## src/srs_pkg.sv

```systemverilog
// Package for the series reduction statistics block.
// Shared types and constants; no dependencies.
`timescale 1ns / 1ps
package srs_pkg;
    localparam int SampleW = 16;
    localparam int ValueW  = 35;
    localparam int ModeW   = 3;

    typedef enum logic [2:0] {
        MODE_MEAN = 3'd0,
        MODE_SUM  = 3'd1,
        MODE_MIN  = 3'd2,
        MODE_MAX  = 3'd3,
        MODE_MAG  = 3'd4
    } stat_mode_t;

    // controller -> datapath
    typedef struct packed {
        logic accum;      // take sample into accumulators
        logic start_fin;  // latch finish operands, start iteration
        logic iter;       // one divide/root step
        logic clear;      // clear series state
    } srs_cmd_t;

    // datapath -> controller
    typedef struct packed {
        logic iter_done;
    } srs_stat_t;
endpackage

```

## src/srs_if.sv

```systemverilog
// Valid/ready stream interfaces for the input and result items.
// Depends on srs_pkg for field widths.
`timescale 1ns / 1ps
interface srs_in_if;
    logic                              valid;
    logic                              ready;
    logic signed [srs_pkg::SampleW-1:0] sample;
    logic                              last;
    modport source (output valid, output sample, output last, input ready);
    modport sink   (input valid, input sample, input last, output ready);
endinterface

interface srs_out_if;
    logic                             valid;
    logic                             ready;
    logic signed [srs_pkg::ValueW-1:0] value;
    logic                             too_long;
    modport source (output valid, output value, output too_long, input ready);
    modport sink   (input valid, input value, input too_long, output ready);
endinterface

```

## src/series_reduction_stats.sv

```systemverilog
// Top level of series reduction statistics: controller plus datapath.
// Depends on srs_pkg, srs_if, srs_ctrl, srs_dp.
//   channel   dir  fields
//   in        in   sample[15:0] signed, last
//   out       out  value[34:0] signed, too_long
//   cfg       in   stat_mode_we, stat_mode_wdata[2:0]
// Samples are taken one per cycle while accumulating. The last sample of a
// series starts the shared divide/root unit at one result bit per cycle;
// the result is then saturated and valid raised. Input is stalled until the
// block accumulates again. Reset clears all accumulators and stat_mode.
// The next series can stream in while a result waits; its last sample waits
// until the output slot is free.
`timescale 1ns / 1ps
module series_reduction_stats
#(
    parameter int MAX_LEN = 1024
)
(
    input  logic        clk,
    input  logic        rst_n,
    srs_in_if.sink      in_ch,
    srs_out_if.source   out_ch,
    input  logic        stat_mode_we,
    input  logic [2:0]  stat_mode_wdata
);
    logic [srs_pkg::ModeW-1:0] mode_reg;
    srs_pkg::srs_cmd_t  cmd;
    srs_pkg::srs_stat_t stat;

    always_ff @(posedge clk or negedge rst_n)
    begin
        if (!rst_n)
            mode_reg <= '0;
        else if (stat_mode_we)
            mode_reg <= stat_mode_wdata;
    end

    srs_ctrl u_ctrl
    (
        .clk       (clk),
        .rst_n     (rst_n),
        .in_valid  (in_ch.valid),
        .in_last   (in_ch.last),
        .in_ready  (in_ch.ready),
        .out_valid (out_ch.valid),
        .out_ready (out_ch.ready),
        .stat      (stat),
        .cmd       (cmd)
    );

    srs_dp #(.MAX_LEN(MAX_LEN)) u_dp
    (
        .clk       (clk),
        .rst_n     (rst_n),
        .sample    (in_ch.sample),
        .stat_mode (mode_reg),
        .cmd       (cmd),
        .stat      (stat),
        .value     (out_ch.value),
        .too_long  (out_ch.too_long)
    );
endmodule

```

## src/srs_ctrl.sv

```systemverilog
// Controller for series reduction: accept, iterate, emit.
// Depends on srs_pkg.
`timescale 1ns / 1ps
module srs_ctrl
(
    input  logic                clk,
    input  logic                rst_n,
    input  logic                in_valid,
    input  logic                in_last,
    output logic                in_ready,
    output logic                out_valid,
    input  logic                out_ready,
    input  srs_pkg::srs_stat_t  stat,
    output srs_pkg::srs_cmd_t   cmd
);
    typedef enum logic [1:0] {ST_ACC, ST_ITER, ST_OUT} state_t;
    state_t state_reg, state_next;
    logic   out_valid_reg, out_valid_next;

    // a new series may start while the previous result waits, except the finish
    // path must not be overwritten; so the last sample waits for the output slot
    logic take;
    assign take = in_valid && in_ready;

    always_comb
    begin
        in_ready = (state_reg == ST_ACC) && !(in_last && out_valid_reg);
        cmd = '0;
        state_next = state_reg;
        out_valid_next = out_valid_reg && !out_ready;
        case (state_reg)
            ST_ACC:
            begin
                cmd.accum = take;
                if (take && in_last)
                begin
                    cmd.start_fin = 1'b1;
                    state_next = ST_ITER;
                end
            end
            ST_ITER:
            begin
                cmd.iter = 1'b1;
                if (stat.iter_done)
                    state_next = ST_OUT;
            end
            ST_OUT:
            begin
                if (!out_valid_next)
                begin
                    out_valid_next = 1'b1;
                    cmd.clear = 1'b1;
                    state_next = ST_ACC;
                end
            end
            default: state_next = ST_ACC;
        endcase
    end

    assign out_valid = out_valid_reg;

    always_ff @(posedge clk or negedge rst_n)
    begin
        if (!rst_n)
        begin
            state_reg     <= ST_ACC;
            out_valid_reg <= 1'b0;
        end
        else
        begin
            state_reg     <= state_next;
            out_valid_reg <= out_valid_next;
        end
    end
endmodule

```

## src/srs_dp.sv

```systemverilog
// Datapath: accumulators, shared restoring divide / square root unit, result reg.
// Depends on srs_pkg.
`timescale 1ns / 1ps
module srs_dp
#(
    parameter int MAX_LEN = 1024
)
(
    input  logic                                clk,
    input  logic                                rst_n,
    input  logic signed [srs_pkg::SampleW-1:0]  sample,
    input  logic [srs_pkg::ModeW-1:0]           stat_mode,
    input  srs_pkg::srs_cmd_t                   cmd,
    output srs_pkg::srs_stat_t                  stat,
    output logic signed [srs_pkg::ValueW-1:0]   value,
    output logic                                too_long
);
    localparam int CntW = $clog2(MAX_LEN + 1);
    localparam int SumW = srs_pkg::SampleW + CntW;
    localparam int SqW  = 2 * srs_pkg::SampleW + CntW;
    // radicand is SqW + 16 bits, padded to an even count so bit pairs line up
    localparam int RootW = (SqW + 17) / 2;
    localparam int RadW = 2 * RootW;                // radicand bits
    localparam int NumW = SumW + 8;                 // dividend magnitude bits
    localparam int ItW  = (NumW > RootW) ? NumW : RootW;
    localparam int StepW = $clog2(ItW + 1);
    localparam int RemW = ((RootW + 2) > (CntW + 1)) ? RootW + 2 : CntW + 1;
    localparam int WideW = (NumW > RadW) ? NumW + 2 : RadW + 2;
    localparam logic [CntW-1:0] MaxCnt = CntW'(MAX_LEN);
    localparam logic signed [WideW-1:0] VMax = WideW'(64'sd17179869183);
    localparam logic signed [WideW-1:0] VMin = -WideW'(64'sd17179869184);

    logic signed [SumW-1:0]            sum_reg;
    logic [SqW-1:0]                    sq_reg;
    logic signed [srs_pkg::SampleW-1:0] min_reg, max_reg;
    logic [CntW-1:0]                   cnt_reg;
    logic                              ovf_reg;

    // finish operands
    logic [RadW-1:0]      num_reg;     // dividend magnitude or radicand, shifts out MSB first
    logic [CntW-1:0]      div_reg;
    logic [RemW-1:0]      rem_reg;
    logic [ItW-1:0]       q_reg;
    logic [StepW-1:0]     step_reg;
    logic [srs_pkg::ModeW-1:0] mode_reg;
    logic                 neg_reg, tl_reg;
    logic signed [srs_pkg::ValueW-1:0] value_reg;

    logic signed [2*srs_pkg::SampleW-1:0] prod;
    logic [SqW-1:0]    sq_next;
    logic signed [SumW-1:0] sum_next;
    logic signed [srs_pkg::SampleW-1:0] min_next, max_next;
    logic [CntW-1:0]   cnt_next;
    logic              ovf_next, acc_ok;

    assign acc_ok = cnt_reg != MaxCnt;
    assign prod   = sample * sample;

    always_comb
    begin
        sum_next = sum_reg; sq_next = sq_reg; min_next = min_reg;
        max_next = max_reg; cnt_next = cnt_reg; ovf_next = ovf_reg;
        if (cmd.accum)
        begin
            if (acc_ok)
            begin
                sum_next = sum_reg + SumW'(sample);
                sq_next  = sq_reg + SqW'(unsigned'(prod));
                cnt_next = cnt_reg + 1'b1;
                if (cnt_reg == '0 || sample < min_reg) min_next = sample;
                if (cnt_reg == '0 || sample > max_reg) max_next = sample;
            end
            else
                ovf_next = 1'b1;
        end
    end

    // one iteration step: divide (radix 2) or root (digit by digit)
    logic [RemW-1:0] d_trial, r_trial, rem_sh;
    logic            d_ge, r_ge;
    logic            is_mag;
    assign is_mag  = mode_reg == srs_pkg::MODE_MAG;
    always_comb
    begin
        rem_sh  = is_mag ? {rem_reg[RemW-3:0], num_reg[RadW-1 -: 2]}
                         : {rem_reg[RemW-2:0], num_reg[RadW-1]};
        d_trial = RemW'(div_reg);
        r_trial = {q_reg[RemW-3:0], 2'b01};
        d_ge    = rem_sh >= d_trial;
        r_ge    = rem_sh >= r_trial;
    end
    assign stat.iter_done = step_reg == '0;

    logic [StepW-1:0] steps;
    assign steps = (stat_mode == srs_pkg::MODE_MAG) ? StepW'(RootW) : StepW'(NumW);

    // finish value from live accumulators (after last accum, these are next)
    logic signed [WideW-1:0] pre, sat;
    logic [SumW-1:0] abs_sum;
    assign abs_sum = sum_next[SumW-1] ? SumW'(-sum_next) : SumW'(sum_next);

    always_comb
    begin
        case (mode_reg)
            srs_pkg::MODE_MEAN: pre = neg_reg ? -WideW'(q_reg) : WideW'(q_reg);
            srs_pkg::MODE_MAG:  pre = WideW'(q_reg);
            default:            pre = WideW'(value_reg);
        endcase
        sat = (pre > VMax) ? VMax : (pre < VMin) ? VMin : pre;
    end

    always_ff @(posedge clk or negedge rst_n)
    begin
        if (!rst_n)
        begin
            sum_reg <= '0; sq_reg <= '0; min_reg <= '0; max_reg <= '0;
            cnt_reg <= '0; ovf_reg <= 1'b0; step_reg <= '0;
        end
        else if (cmd.clear)
        begin
            sum_reg <= '0; sq_reg <= '0; min_reg <= '0; max_reg <= '0;
            cnt_reg <= '0; ovf_reg <= 1'b0;
        end
        else
        begin
            sum_reg <= sum_next; sq_reg <= sq_next; min_reg <= min_next;
            max_reg <= max_next; cnt_reg <= cnt_next; ovf_reg <= ovf_next;
            if (cmd.start_fin)
                step_reg <= steps;
            else if (cmd.iter && step_reg != '0)
                step_reg <= step_reg - 1'b1;
        end
    end

    logic signed [WideW-1:0] direct;
    always_comb
    begin
        case (stat_mode)
            srs_pkg::MODE_SUM: direct = WideW'(sum_next) <<< 8;
            srs_pkg::MODE_MIN: direct = WideW'(min_next) <<< 8;
            srs_pkg::MODE_MAX: direct = WideW'(max_next) <<< 8;
            default:           direct = '0;
        endcase
    end

    always_ff @(posedge clk)
    begin
        if (cmd.start_fin)
        begin
            mode_reg <= stat_mode;
            neg_reg  <= sum_next[SumW-1];
            tl_reg   <= ovf_next;
            div_reg  <= cnt_next;
            rem_reg  <= '0;
            q_reg    <= '0;
            value_reg <= srs_pkg::ValueW'((direct > VMax) ? VMax
                                         : (direct < VMin) ? VMin : direct);
            if (stat_mode == srs_pkg::MODE_MAG)
                num_reg <= RadW'({sq_next, 16'h0});
            else
                num_reg <= {NumW'({abs_sum, 8'h0}), {(RadW-NumW){1'b0}}};
        end
        else if (cmd.iter && step_reg != '0)
        begin
            if (is_mag)
            begin
                num_reg <= num_reg << 2;
                rem_reg <= r_ge ? rem_sh - r_trial : rem_sh;
                q_reg   <= {q_reg[ItW-2:0], r_ge};
            end
            else
            begin
                num_reg <= num_reg << 1;
                rem_reg <= d_ge ? rem_sh - d_trial : rem_sh;
                q_reg   <= {q_reg[ItW-2:0], d_ge};
            end
        end
        else if (cmd.iter)
        begin
            value_reg <= srs_pkg::ValueW'(sat);
            too_long  <= tl_reg;
        end
    end

    assign value = value_reg;
endmodule

```

## src/flat_wrapper.sv

```systemverilog
// flat-port wrapper written by rule: the top's interface ports become plain ports
module series_reduction_stats_flat 
#(
    parameter int MAX_LEN = 1024
)
  (clk, rst_n, stat_mode_we, stat_mode_wdata, in_ch_valid, in_ch_sample, in_ch_last, in_ch_ready, out_ch_valid, out_ch_value, out_ch_too_long, out_ch_ready);
  srs_in_if in_ch_i ();
  srs_out_if out_ch_i ();
  input  logic clk;
  input  logic rst_n;
  input  logic stat_mode_we;
  input  logic [2:0] stat_mode_wdata;
  input wire logic [$bits(in_ch_i.valid)-1:0] in_ch_valid;
  input wire logic [$bits(in_ch_i.sample)-1:0] in_ch_sample;
  input wire logic [$bits(in_ch_i.last)-1:0] in_ch_last;
  output wire logic [$bits(in_ch_i.ready)-1:0] in_ch_ready;
  output wire logic [$bits(out_ch_i.valid)-1:0] out_ch_valid;
  output wire logic [$bits(out_ch_i.value)-1:0] out_ch_value;
  output wire logic [$bits(out_ch_i.too_long)-1:0] out_ch_too_long;
  input wire logic [$bits(out_ch_i.ready)-1:0] out_ch_ready;
  assign in_ch_i.valid = in_ch_valid;
  assign in_ch_i.sample = in_ch_sample;
  assign in_ch_i.last = in_ch_last;
  assign in_ch_ready = in_ch_i.ready;
  assign out_ch_valid = out_ch_i.valid;
  assign out_ch_value = out_ch_i.value;
  assign out_ch_too_long = out_ch_i.too_long;
  assign out_ch_i.ready = out_ch_ready;
  series_reduction_stats #(.MAX_LEN(MAX_LEN)) u_core (.clk(clk), .rst_n(rst_n), .in_ch(in_ch_i), .out_ch(out_ch_i), .stat_mode_we(stat_mode_we), .stat_mode_wdata(stat_mode_wdata));
endmodule
```

## config.mk

```make
export PLATFORM = sky130hd
export DESIGN_NAME = series_reduction_stats_flat
export DESIGN_NICKNAME = d
export VERILOG_FILES = /design/src/srs_pkg.sv /design/src/srs_if.sv /design/src/series_reduction_stats.sv /design/src/srs_ctrl.sv /design/src/srs_dp.sv /design/src/flat_wrapper.sv
export SDC_FILE = /design/constraint.sdc
export NUM_CORES = 2
export LEC_CHECK = 0
export BUFFER_PORTS_ARGS = -buffer_cell sky130_fd_sc_hd__buf_2
export CORE_ASPECT_RATIO = 1.1
export CORE_MARGIN = 1.5
export CORE_UTILIZATION = 40
export DETAILED_ROUTE_END_ITERATION = 10
export SLEW_MARGIN = 20
export SYNTH_ARGS = -nofsm -noshare
export SYNTH_HDL_FRONTEND = slang
export SYNTH_SLANG_ARGS = --single-unit
```

## constraint.sdc

```tcl
create_clock -name clk -period 7.9 [get_ports clk]
set_input_delay 1.975 -clock clk [delete_from_list [all_inputs] [get_ports clk]]
set_output_delay 1.975 -clock clk [all_outputs]
set_load 0.01 [all_outputs]
```

==> qor.yml <==
critPathSlowestCell: "fa_2"
yosysTopAreaCell: "fa_1"
clk_latency_ps: 560
endpoint_kind: "register"
fmax_ghz: 0.1129
firstDrtPassIters: 5
clockBufferDepth: 3
drive_gt1_frac: 0.2154
cts-root-buf: "clkbuf_16"
hold_buffers: 0
crit_path_start_kind: "input port"
hpwl_um: 69900
wl_per_cell_um: 18.86
finalCritPeriodShare: 1.121
rsz0062_at_grt: "yes"
max_stage_delay_ps: 640
synth.top_cell.area_share: 0.1591
worst-path-max-fanout: 5
cts_tree: "yes"
portBuffers: 62
synth_ff_type: "dfrtp_1"
syn_area_um2: 30320
nNetsFinal: 4335
period_needed_ps: 8857
avgSynthCellArea_um2: 8.593
status: "finished with violations"
ys_seq_area_frac: 0.2427
die-area_um2: 77450
coreArea_um2: 74750
ioPinCount: 63
drv_cap: 0
grt_pass1_wl_um: 144500
layout-area-overhead-vs-synth_pct: 22.49
h-tree-depth: 2
drc: 0
via_per_inst: 5.441
grtUsageTotal: 0.2343
grt_pass1_vias: 26320
worst_path_most_repeated_cell: "fa_2"
start_util: 0.4056
drtIter0Drc: 1815
place.gp.congestion: 0.9105
violations: "setup timing"
skew_ps: 32.04
finalSetupViolCount: 51
cts_buffers: 35
rows: 105
antenna_found_initial: 2
fin_setup_tns_ps: -32960
gr-total-overflow: 0
synth_most_common_cell: "inv_1"
cts_sinks: 288
largest_reg_flops: 44
wirelength_um: 91100
synth_seq_cells: 288
clk_pin_slew_ps: 60
fin_ws_ps: -957.2
fp.dieW_um: 265.5
grt_max_degree: 83
drv_slew: 0
synth_common_cells: "445 x inv_1, 337 x nand2_1, 294 x nor2_1"
ys_top_cells_by_area: "fa_1 16%, dfrtp_1 10%, edfxtp_1 9.5%"
crit_type: "in2reg"
cp.required_ps: 8270
cp.arrival_ps: 9220
insertedDiodeCount: 0
yosysWarnings: 0
die_height_um: 291.7
synth_nets: 4021
ant_nets: 0
synth-async-reset-ratio: 0.4375
hold_path.class: "reg2reg"
synth_cell_types: 92
worst_slew_pin_slew_ps: 1137
synthCells: 3528
synth-edff-count: 96
via_count: 26290
final_hold_viol_count: 0
relSlewSlack: 0.2420
[per-stage QoR]
stage / std cells / setup slack, ps / hold WS [ps] / utilization / cell area (µm²)
floorplan: 3528 / -1084 / 400.3 / - / 30900
global placement: 4697 / -1914 / 420.8 / 0.4545 / 33970
detailed placement: 4697 / -2030 / 423.4 / 0.4545 / 33970
CTS: 4803 / -921.5 / 452.5 / 0.4865 / 36360
global route: 4831 / -1208 / 465.2 / 0.4968 / 37140
finish: 4831 / -957.2 / 436.3 / 0.4968 / 37140
[final cells by class]
class                      instances  area [µm²]
timing repair buffer             444        3727
clock buffer                      44       940.9
clock inverter                    19       282.8
tap                              963        1205
multi-input combinational       2623       21900
fill                            7052       37620
sequential                       288        7357
inverter                         450        1722
[kinds of logic after synthesis]
kind of cell,after synthesis,share of synthesized area
AOI/OAI and AO/OA,814,0.1745
xor gates and xnor gates,215,0.06211
DFF,288,0.2427
buffers and inverters,617,0.07759
adders and majority gates,468,0.2528
muxes,80,0.02670
and+or+nand+nor,1046,0.1636
[repair_timing]
item,in CTS,in global routing
setup buffers,49,37
gates cloned,2,2
endpoints found under the setup margin,54,57
resized for setup,209,138
pin swaps,152,117
[critical path, delay by kind of cell]
family | cells | cell delay (ps)
buf+inv | 9 | 830
simple gates | 6 | 590
xor+xnor | 2 | 270
compound gates | 10 | 1890
fa+ha+maj | 8 | 3650
[cell usage in the layout, fill, tap and decap left out, types with 126 or more instances in the layout]
cell     count
a21oi_1    218
buf_4      330
dfrtp_1    126
fa_1       222
ha_1       204
inv_1      400
nand2_1    307
nor2_1     267
xnor2_1    136
[path summary, 6_finish.rpt]
path | end | depth (start not counted) | startpoint | slack (ps)
min | u_core.u_dp.too_long | 0 | u_core.u_dp.tl_reg | 440
max | u_core.u_dp.num_reg[49] | 35 | in_ch_sample[15] | -960
min in group asynchronous | u_core.u_dp.cnt_reg[6] | 1 | rst_n | 1420
min reg2reg | u_core.u_dp.too_long | 0 | u_core.u_dp.tl_reg | 440
max in group asynchronous | u_core.u_dp.sq_reg[7] | 2 | rst_n | 5110
max reg2reg | u_core.u_dp.rem_reg[30] | 16 | u_core.u_dp.mode_reg[1] | 2660
[layer usage]
metal,wire length (µm),global-route usage,vias up
met5,13,0,-
met4,2772,0.06983,2
met3,3974,0.02201,155
met2,43810,0.3987,650
met1,40530,0.3150,12770
li1,-,-,12710
Power is not shown: default switching activity piles up to over one toggle a cycle in this logic, so the estimate is an artifact.
